### src/hw/rtl/sha1h_pkg.sv
// SHA-1 stream hasher package: constants, command/status types, round helpers.
`default_nettype none
package sha1h_pkg;

	localparam int NUM_WORDS  = 5;
	localparam int BLK_BITS   = 512;
	localparam int WORD_BITS  = 32;
	localparam int NUM_ROUNDS = 80;

	localparam logic [31:0] CHAIN_IV [NUM_WORDS] = '{
		32'h67452301, 32'hEFCDAB89, 32'h98BADCFE, 32'h10325476, 32'hC3D2E1F0
	};

	localparam logic [7:0] PAD_BYTE = 8'h80;

	// byte source for the block intake
	localparam logic [1:0] SRC_IN   = 2'd0;
	localparam logic [1:0] SRC_PAD  = 2'd1;
	localparam logic [1:0] SRC_ZERO = 2'd2;
	localparam logic [1:0] SRC_LEN  = 2'd3;

	// round groups of twenty
	localparam logic [1:0] PH_CH   = 2'd0;
	localparam logic [1:0] PH_PAR1 = 2'd1;
	localparam logic [1:0] PH_MAJ  = 2'd2;
	localparam logic [1:0] PH_PAR2 = 2'd3;

	localparam logic [2:0] LAST_IDX = 3'(NUM_WORDS - 1);

	typedef struct packed {
		logic       push;     // shift one byte into the intake block
		logic [1:0] src;      // which byte to shift in
		logic       cnt_inc;  // add eight to the bit count
		logic       load;     // hand the full block to the round engine
		logic       round;    // run one compression round
		logic [1:0] phase;    // round group
		logic       add;      // fold working vars into the chain
		logic       init;     // chain back to initial values
		logic [2:0] out_idx;  // digest word on the output
	} sha1h_cmd_t;

	typedef struct packed {
		logic full;   // intake block complete, not yet taken by the engine
		logic pos56;  // next byte slot is 56
	} sha1h_sts_t;

	function automatic logic [31:0] round_k(input logic [1:0] ph);
		logic [31:0] k;
		case (ph)
			PH_CH:   k = 32'h5A827999;
			PH_PAR1: k = 32'h6ED9EBA1;
			PH_MAJ:  k = 32'h8F1BBCDC;
			default: k = 32'hCA62C1D6;
		endcase
		return k;
	endfunction

	function automatic logic [31:0] round_f(input logic [1:0] ph, input logic [31:0] b,
			input logic [31:0] c, input logic [31:0] d);
		logic [31:0] f;
		case (ph)
			PH_CH:   f = (b & c) | (~b & d);
			PH_MAJ:  f = (b & c) | (b & d) | (c & d);
			default: f = b ^ c ^ d;
		endcase
		return f;
	endfunction

endpackage
`default_nettype wire

### src/hw/rtl/sha1h_ifs.sv
// Handshake interfaces for the message byte channel and the digest word channel.
`default_nettype none
interface sha1h_in_if;
	logic       valid;
	logic       ready;
	logic [7:0] data_byte;
	logic       has_data;
	logic       end_of_message;

	modport source (output valid, data_byte, has_data, end_of_message, input ready);
	modport sink   (input valid, data_byte, has_data, end_of_message, output ready);
endinterface

interface sha1h_out_if;
	logic        valid;
	logic        ready;
	logic [31:0] digest_word;
	logic [2:0]  word_index;
	logic        last_word;

	modport source (output valid, digest_word, word_index, last_word, input ready);
	modport sink   (input valid, digest_word, word_index, last_word, output ready);
endinterface
`default_nettype wire

### src/hw/rtl/sha1h_dp.sv
// SHA-1 datapath: byte intake block, message schedule, round engine, chain words.
`default_nettype none
module sha1h_dp import sha1h_pkg::*; (
	input  wire logic        clk,
	input  wire logic        arst_n,
	input  wire sha1h_cmd_t  cmd,
	input  wire logic [7:0]  data_byte,
	output      sha1h_sts_t  sts,
	output      logic [31:0] digest_word
);

	logic [BLK_BITS-1:0]  blk_q;   // intake, bytes shift in at the bottom
	logic [BLK_BITS-1:0]  w_q;     // schedule window, W[t] on top
	logic [5:0]           pos_q;
	logic                 full_q;
	logic [63:0]          cnt_q;
	logic [31:0]          a_q, b_q, c_q, d_q, e_q;
	logic [31:0]          h_q [NUM_WORDS];

	logic [7:0]  byte_in;
	logic [31:0] w_new;
	logic [31:0] t_sum;
	logic [31:0] f_val;

	function automatic logic [31:0] w_at(input logic [BLK_BITS-1:0] v, input int i);
		return v[BLK_BITS-1-WORD_BITS*i -: WORD_BITS];
	endfunction

	// byte source select
	always_comb begin
		case (cmd.src)
			SRC_IN:   byte_in = data_byte;
			SRC_PAD:  byte_in = PAD_BYTE;
			SRC_ZERO: byte_in = 8'h00;
			default:  byte_in = cnt_q[63:56];
		endcase
	end

	// next schedule word and round sum
	always_comb begin
		w_new = w_at(w_q, 13) ^ w_at(w_q, 8) ^ w_at(w_q, 2) ^ w_at(w_q, 0);
		w_new = {w_new[30:0], w_new[31]};
		f_val = round_f(cmd.phase, b_q, c_q, d_q);
		t_sum = {a_q[26:0], a_q[31:27]} + f_val + e_q + round_k(cmd.phase) + w_at(w_q, 0);
	end

	// intake block
	always_ff @(posedge clk) begin
		if (cmd.push) begin
			blk_q <= {blk_q[BLK_BITS-9:0], byte_in};
		end
	end

	// position, full flag, bit count
	always_ff @(posedge clk or negedge arst_n) begin
		if (!arst_n) begin
			pos_q  <= '0;
			full_q <= 1'b0;
			cnt_q  <= '0;
		end else begin
			if (cmd.push) begin
				pos_q <= pos_q + 6'd1;
				if (pos_q == 6'd63) begin
					full_q <= 1'b1;
				end
			end else if (cmd.load) begin
				full_q <= 1'b0;
			end
			// length bytes shift out, leaving zero for the next message
			if (cmd.push && cmd.src == SRC_LEN) begin
				cnt_q <= {cnt_q[55:0], 8'h00};
			end else if (cmd.cnt_inc) begin
				cnt_q <= cnt_q + 64'd8;
			end
		end
	end

	// schedule window and working variables
	always_ff @(posedge clk) begin
		if (cmd.load) begin
			w_q <= blk_q;
			a_q <= h_q[0];
			b_q <= h_q[1];
			c_q <= h_q[2];
			d_q <= h_q[3];
			e_q <= h_q[4];
		end else if (cmd.round) begin
			w_q <= {w_q[BLK_BITS-WORD_BITS-1:0], w_new};
			a_q <= t_sum;
			b_q <= a_q;
			c_q <= {b_q[1:0], b_q[31:2]};
			d_q <= c_q;
			e_q <= d_q;
		end
	end

	// chain words
	always_ff @(posedge clk or negedge arst_n) begin
		if (!arst_n) begin
			for (int i = 0; i < NUM_WORDS; i++) begin
				h_q[i] <= CHAIN_IV[i];
			end
		end else if (cmd.init) begin
			for (int i = 0; i < NUM_WORDS; i++) begin
				h_q[i] <= CHAIN_IV[i];
			end
		end else if (cmd.add) begin
			h_q[0] <= h_q[0] + a_q;
			h_q[1] <= h_q[1] + b_q;
			h_q[2] <= h_q[2] + c_q;
			h_q[3] <= h_q[3] + d_q;
			h_q[4] <= h_q[4] + e_q;
		end
	end

	// digest word select
	always_comb begin
		case (cmd.out_idx)
			3'd1:    digest_word = h_q[1];
			3'd2:    digest_word = h_q[2];
			3'd3:    digest_word = h_q[3];
			3'd4:    digest_word = h_q[4];
			default: digest_word = h_q[0];
		endcase
	end

	assign sts.full  = full_q;
	assign sts.pos56 = (pos_q == 6'd56);

endmodule
`default_nettype wire

### src/hw/rtl/sha1h_ctrl.sv
// SHA-1 controller: intake/padding/output sequencer and round engine sequencer.
`default_nettype none
module sha1h_ctrl import sha1h_pkg::*; (
	input  wire logic       clk,
	input  wire logic       arst_n,
	input  wire logic       in_valid,
	input  wire logic       in_has_data,
	input  wire logic       in_eom,
	output      logic       in_ready,
	output      logic       out_valid,
	input  wire logic       out_ready,
	input  wire sha1h_sts_t sts,
	output      sha1h_cmd_t cmd
);

	localparam logic [2:0] ST_RUN   = 3'd0;
	localparam logic [2:0] ST_PAD80 = 3'd1;
	localparam logic [2:0] ST_PADZ  = 3'd2;
	localparam logic [2:0] ST_PADL  = 3'd3;
	localparam logic [2:0] ST_DRAIN = 3'd4;
	localparam logic [2:0] ST_OUT   = 3'd5;

	localparam logic [1:0] E_IDLE  = 2'd0;
	localparam logic [1:0] E_ROUND = 2'd1;
	localparam logic [1:0] E_ADD   = 2'd2;

	logic [2:0] st_q, st_d;
	logic [1:0] eng_q, eng_d;
	logic [6:0] rnd_q, rnd_d;
	logic [2:0] len_q, len_d;
	logic [2:0] idx_q, idx_d;
	logic       acc;

	assign in_ready  = (st_q == ST_RUN) && !sts.full;
	assign out_valid = (st_q == ST_OUT);
	assign acc       = in_valid && in_ready;

	// intake, padding and digest output
	always_comb begin
		st_d        = st_q;
		len_d       = len_q;
		idx_d       = idx_q;
		cmd         = '0;
		cmd.out_idx = idx_q;
		unique case (st_q)
			ST_RUN: begin
				cmd.src = SRC_IN;
				if (acc) begin
					cmd.push    = in_has_data;
					cmd.cnt_inc = in_has_data;
					if (in_eom) begin
						st_d = ST_PAD80;
					end
				end
			end
			ST_PAD80: begin
				cmd.src = SRC_PAD;
				if (!sts.full) begin
					cmd.push = 1'b1;
					st_d     = ST_PADZ;
				end
			end
			ST_PADZ: begin
				cmd.src = SRC_ZERO;
				if (!sts.full) begin
					if (sts.pos56) begin
						st_d  = ST_PADL;
						len_d = '0;
					end else begin
						cmd.push = 1'b1;
					end
				end
			end
			ST_PADL: begin
				cmd.src = SRC_LEN;
				if (!sts.full) begin
					cmd.push = 1'b1;
					len_d    = len_q + 3'd1;
					if (len_q == 3'd7) begin
						st_d = ST_DRAIN;
					end
				end
			end
			ST_DRAIN: begin
				if (!sts.full && eng_q == E_IDLE) begin
					st_d  = ST_OUT;
					idx_d = '0;
				end
			end
			ST_OUT: begin
				if (out_ready) begin
					if (idx_q == LAST_IDX) begin
						cmd.init = 1'b1;
						st_d     = ST_RUN;
					end else begin
						idx_d = idx_q + 3'd1;
					end
				end
			end
			default: st_d = ST_RUN;
		endcase

		// round engine
		eng_d = eng_q;
		rnd_d = rnd_q;
		if (rnd_q < 7'd20) begin
			cmd.phase = PH_CH;
		end else if (rnd_q < 7'd40) begin
			cmd.phase = PH_PAR1;
		end else if (rnd_q < 7'd60) begin
			cmd.phase = PH_MAJ;
		end else begin
			cmd.phase = PH_PAR2;
		end
		unique case (eng_q)
			E_IDLE: begin
				if (sts.full) begin
					cmd.load = 1'b1;
					rnd_d    = '0;
					eng_d    = E_ROUND;
				end
			end
			E_ROUND: begin
				cmd.round = 1'b1;
				rnd_d     = rnd_q + 7'd1;
				if (rnd_q == 7'(NUM_ROUNDS - 1)) begin
					eng_d = E_ADD;
				end
			end
			E_ADD: begin
				cmd.add = 1'b1;
				eng_d   = E_IDLE;
			end
			default: eng_d = E_IDLE;
		endcase
	end

	always_ff @(posedge clk or negedge arst_n) begin
		if (!arst_n) begin
			st_q  <= ST_RUN;
			eng_q <= E_IDLE;
			rnd_q <= '0;
			len_q <= '0;
			idx_q <= '0;
		end else begin
			st_q  <= st_d;
			eng_q <= eng_d;
			rnd_q <= rnd_d;
			len_q <= len_d;
			idx_q <= idx_d;
		end
	end

endmodule
`default_nettype wire

### src/hw/rtl/sha1_stream_hasher.sv
// SHA-1 stream hasher top level: controller plus datapath.
//
//   channel  dir  payload                                 handshake
//   msg      in   data_byte[8], has_data, end_of_message  valid/ready
//   digest   out  digest_word[32], word_index[3], last_word valid/ready
//
// Every 64 bytes a block goes to the round engine: a load, 80 rounds at one per cycle
// and a chain add, while the next block fills; intake stalls while that block is full,
// and during padding and digest output. A final item pads one byte per cycle while the
// block is not full (9 to 72 bytes, pausing once before the length field) with one or
// two compressions, then shows five digest words, one per accepted cycle; no message byte
// is taken until the fifth is taken. Asynchronous reset loads the initial chain.
`default_nettype none
module sha1_stream_hasher import sha1h_pkg::*; (
	input wire logic    clk,
	input wire logic    arst_n,
	sha1h_in_if.sink    msg,
	sha1h_out_if.source digest
);

	sha1h_cmd_t cmd;
	sha1h_sts_t sts;

	sha1h_ctrl u_ctrl (
		.clk         (clk),
		.arst_n      (arst_n),
		.in_valid    (msg.valid),
		.in_has_data (msg.has_data),
		.in_eom      (msg.end_of_message),
		.in_ready    (msg.ready),
		.out_valid   (digest.valid),
		.out_ready   (digest.ready),
		.sts         (sts),
		.cmd         (cmd)
	);

	sha1h_dp u_dp (
		.clk         (clk),
		.arst_n      (arst_n),
		.cmd         (cmd),
		.data_byte   (msg.data_byte),
		.sts         (sts),
		.digest_word (digest.digest_word)
	);

	assign digest.word_index = cmd.out_idx;
	assign digest.last_word  = (cmd.out_idx == LAST_IDX);

endmodule
`default_nettype wire

### src/flat_wrapper.sv
// flat-port wrapper written by rule: the top's interface ports become plain ports
module sha1_stream_hasher_flat import sha1h_pkg::*;
  (clk, arst_n, msg_valid, msg_data_byte, msg_has_data, msg_end_of_message, msg_ready, digest_valid, digest_digest_word, digest_word_index, digest_last_word, digest_ready);
  sha1h_in_if msg_i ();
  sha1h_out_if digest_i ();
  input wire logic clk;
  input wire logic arst_n;
  input wire logic [$bits(msg_i.valid)-1:0] msg_valid;
  input wire logic [$bits(msg_i.data_byte)-1:0] msg_data_byte;
  input wire logic [$bits(msg_i.has_data)-1:0] msg_has_data;
  input wire logic [$bits(msg_i.end_of_message)-1:0] msg_end_of_message;
  output wire logic [$bits(msg_i.ready)-1:0] msg_ready;
  output wire logic [$bits(digest_i.valid)-1:0] digest_valid;
  output wire logic [$bits(digest_i.digest_word)-1:0] digest_digest_word;
  output wire logic [$bits(digest_i.word_index)-1:0] digest_word_index;
  output wire logic [$bits(digest_i.last_word)-1:0] digest_last_word;
  input wire logic [$bits(digest_i.ready)-1:0] digest_ready;
  assign msg_i.valid = msg_valid;
  assign msg_i.data_byte = msg_data_byte;
  assign msg_i.has_data = msg_has_data;
  assign msg_i.end_of_message = msg_end_of_message;
  assign msg_ready = msg_i.ready;
  assign digest_valid = digest_i.valid;
  assign digest_digest_word = digest_i.digest_word;
  assign digest_word_index = digest_i.word_index;
  assign digest_last_word = digest_i.last_word;
  assign digest_i.ready = digest_ready;
  sha1_stream_hasher u_core (.clk(clk), .arst_n(arst_n), .msg(msg_i), .digest(digest_i));
endmodule
### config.mk
export PLATFORM = sky130hd
export DESIGN_NAME = sha1_stream_hasher_flat
export DESIGN_NICKNAME = d
export VERILOG_FILES = /design/src/hw/rtl/sha1h_pkg.sv /design/src/hw/rtl/sha1h_ifs.sv /design/src/hw/rtl/sha1h_dp.sv /design/src/hw/rtl/sha1h_ctrl.sv /design/src/hw/rtl/sha1_stream_hasher.sv /design/src/flat_wrapper.sv
export SDC_FILE = /design/constraint.sdc
export NUM_CORES = 2
export LEC_CHECK = 0
export ABC_CLOCK_PERIOD_IN_PS = 87200
export BUFFER_PORTS_ARGS = -buffer_cell sky130_fd_sc_hd__buf_2
export CORE_UTILIZATION = 35
export DETAILED_ROUTE_END_ITERATION = 8
export SYNTH_ARGS = -nofsm -noshare
export SYNTH_HDL_FRONTEND = slang
export SYNTH_SLANG_ARGS = --single-unit
export TNS_END_PERCENT = 30
### constraint.sdc
create_clock -name clk -period 87.2 [get_ports clk]
set_input_delay 26.16 -clock clk [delete_from_list [all_inputs] [get_ports clk]]
set_output_delay 26.16 -clock clk [all_outputs]
set_load 0.01 [all_outputs]
==> results.ini <==
[run_status]
outcome = finished clean

[yosys]
yosysWarningCount = 0
synthCells = 6407
ys_types = 80
dominantRegCellSynth = edfxtp_1
async_flop_share_pct = 17.2
syn-mean-instance-area_um2 = 10.9
synth_edf_count = 1184
seq_area_frac_synth_pct = 60.1
syn-num-nets = 6755
syn-cell-area_um2 = 69600
ys_ff_latch = 1430

[layout]
multi_input_area_um2 = 25600
syn2layout_area_growth_pct = 11.9
regArea_um2 = 41800
fin_cells = 9143
fillCellCount = 18957
postLayoutCoreUtil_pct = 39.4
drive_gt1_share_pct = 6.87
nets = 6722
final_common_cell = nand2_1
antenna_cells = 0
mostFrequentLayoutCells = nand2_1 (2065), edfxtp_1 (1184), o21ai_0 (356), inv_1 (298), a21oi_1 (258)

[clock_tree]
holdBufCountCts = 0
clk_pin_slew_ns = 0.06
clock_latency_ns = 0.81
post-cts-setup-buffer-count = 0
cts_sinks = 1430
clockBufferDepth = 3
cts_tree = yes
cts_made_buffers = 158
cts_resized = 0
root_buffer = clkbuf_16
htree_levels = 4

[hold_path]
hold_path_class = flip-flop to flip-flop

[global_route]
grt_pass1_wl_um = 272000
grt_overflow = 0
antenna_found_initial = 1
grt_pass1_vias = 46003
grt_max_degree = 210
groute.usage.overall_pct = 17.4

[drt]
dr.first_iter.drc_count = 4607
ant_nets = 0
via_per_inst = 5.19
met2_length_um = 79400
dr.max_layer_used = met5
routedLengthMet1_um = 80300
dr.pass1.iters = 6
wl_um = 176000
routedWlPerCell_um = 19.2
drc = 0
vias = 47461
met3_length_um = 10800

[sta]
rsz0062_at_grt = no
finalClockSkew_ns = 0.0569
fmax_mhz = 33.0
post-route-period-util_pct = 34.8
setup_tns_ns = 0
worst_slew_pin_slew_ns = 1.31
relSlewSlack_pct = 12.7
setup_violations = 0
final_hold_viol_count = 0
slew_viol_final = 0
fin_crit_ns = 30.33

[floorplan]
die_area_um2 = 201000
dieWidth_um = 448
start_util_pct = 35.2
die_h_um = 448
boundaryPins = 52
coreArea_um2 = 197000
rows = 163

[worst_setup_path]
cp.required_ns = 87.60
regToRegSetupSlack_ns = 80.05
path_max_fanout = 185
regToRegStartpoint = u_core.u_ctrl.rnd_q[5]$_DFFE_PN0P_
cp-endpoint = u_core.u_dp.blk_q[128]$_DFFE_PP_
critPathCaptureType = flip-flop
path_class = primary input to flip-flop
critical_path.startpoint = msg_valid
cp-start-kind = primary input
cp_data_arrival_time_ns = 30.73
rr_endpoint = u_core.u_dp.a_q[29]$_DFFE_PP_
rr_worst_depth = 23

[power_and_ir_drop]
p_leak_nw = 31.9
total_power_mw = 3.36
vdd.ir_drop.worst_uv = 44.5
power.density_nw_per_um2 = 43.1

[placement]
dpl.hpwl_um = 115000
gp_congestion = 0.949
place_inst = 8854
portBuffers = 51

[run]
drv_cap = 0

[flip-flops by register name (all words and copies together), names as in the netlist, 6 cells and up]
name,flops
u_core.u_dp.a_q,32
u_core.u_ctrl.rnd_q,7
u_core.u_dp.pos_q,6
u_core.u_dp.cnt_q,61
u_core.u_dp.h_q,160
u_core.u_dp.w_q,512
u_core.u_dp.b_q,32
u_core.u_dp.c_q,32
u_core.u_dp.e_q,32
u_core.u_dp.d_q,32
u_core.u_dp.blk_q,512
[synthesized netlist by cell type (all sizes together), types with 80 or more instances]
library cell,count,area share [%]
ha,209,3.8
nand2,2067,11
o21ai,369,2.7
edfxtp,1184,51
fa,125,3.6
xnor2,189,2.4
a21o,114,1.2
nor2,189,1.0
nand3,89,0.64
dfrtp,166,6.0
clkbuf,279,1.5
inv,298,1.6
dfstp,80,3.0
a21oi,258,1.9
[report_power, final]
group	leakage (nW)	total [mW]	internal (mW)	switching (mW)
combinational	14.1	1.49	0.612	0.880
clock	2.59	0.687	0.394	0.292
sequential	15.3	1.18	1.05	0.128
total	31.9	3.36	2.06	1.30
[layer usage]
metal	vias to the layer above	track usage [%]
met2	1477	26.7
met3	255	2.49
met5	-	0
met1	23462	25.1
li1	22265	-
met4	2	5.51
[layout make-up]
class	count	share of cell area, %
clock buffers	193	5.32
clock inverters	96	1.53
inverters	298	1.44
multi-input cells	4383	32.9
flip-flops and latches	1430	53.7
well taps	2640	4.24
repair buffers	103	0.922
[worst min-delay path by stage]
stage / slack (ns) / from / endpoint / cells past startpoint
2_1_floorplan: 0.43 / u_core.u_dp.blk_q[92]$_DFFE_PP_ / u_core.u_dp.blk_q[100]$_DFFE_PP_ / 0
3_3_place_gp: 0.43 / u_core.u_dp.blk_q[116]$_DFFE_PP_ / u_core.u_dp.blk_q[124]$_DFFE_PP_ / 0
3_5_place_dp: 0.43 / u_core.u_dp.blk_q[81]$_DFFE_PP_ / u_core.u_dp.blk_q[89]$_DFFE_PP_ / 0
5_1_grt: 0.41 / u_core.u_dp.blk_q[51]$_DFFE_PP_ / u_core.u_dp.blk_q[59]$_DFFE_PP_ / 0
6_report: 0.41 / u_core.u_dp.blk_q[362]$_DFFE_PP_ / u_core.u_dp.blk_q[370]$_DFFE_PP_ / 0
4_1_cts: 0.40 / u_core.u_dp.blk_q[51]$_DFFE_PP_ / u_core.u_dp.blk_q[59]$_DFFE_PP_ / 0
[kinds of logic (layout without fill, tap and decap cells)]
group	count (synthesis)	in the layout	share of synthesized area (%)
multiplexers	12	12	0.178
flip-flops	1430	1430	60.1
buffers and inverters	594	690	3.24
XOR/XNOR	264	264	3.32
AO/OA/AOI/OAI	1177	1177	10.7
AND/OR/NAND/NOR	2595	2595	15.1
adder cells (fa/ha/maj)	335	335	7.37
[through the flow]
stage                     setup WS (ns)  hold WS (ns)  area (um2)
after floorplan                   44.34         0.426       69600
after global placement            56.24         0.428       72500
final                             56.87         0.409       77900
after CTS                         57.02         0.404       77900
after global routing              56.69         0.415       77900
after detailed placement          56.16         0.431       72500
[critical path, cell delays in order]
cell,delay (ns)
buf_2,0.10
nand3_2,0.05
buf_4,0.36
o31ai_4,0.16
buf_12,0.60
buf_12,0.67
buf_4,0.89
buf_4,0.98
Power figures use the tool's default switching activity.
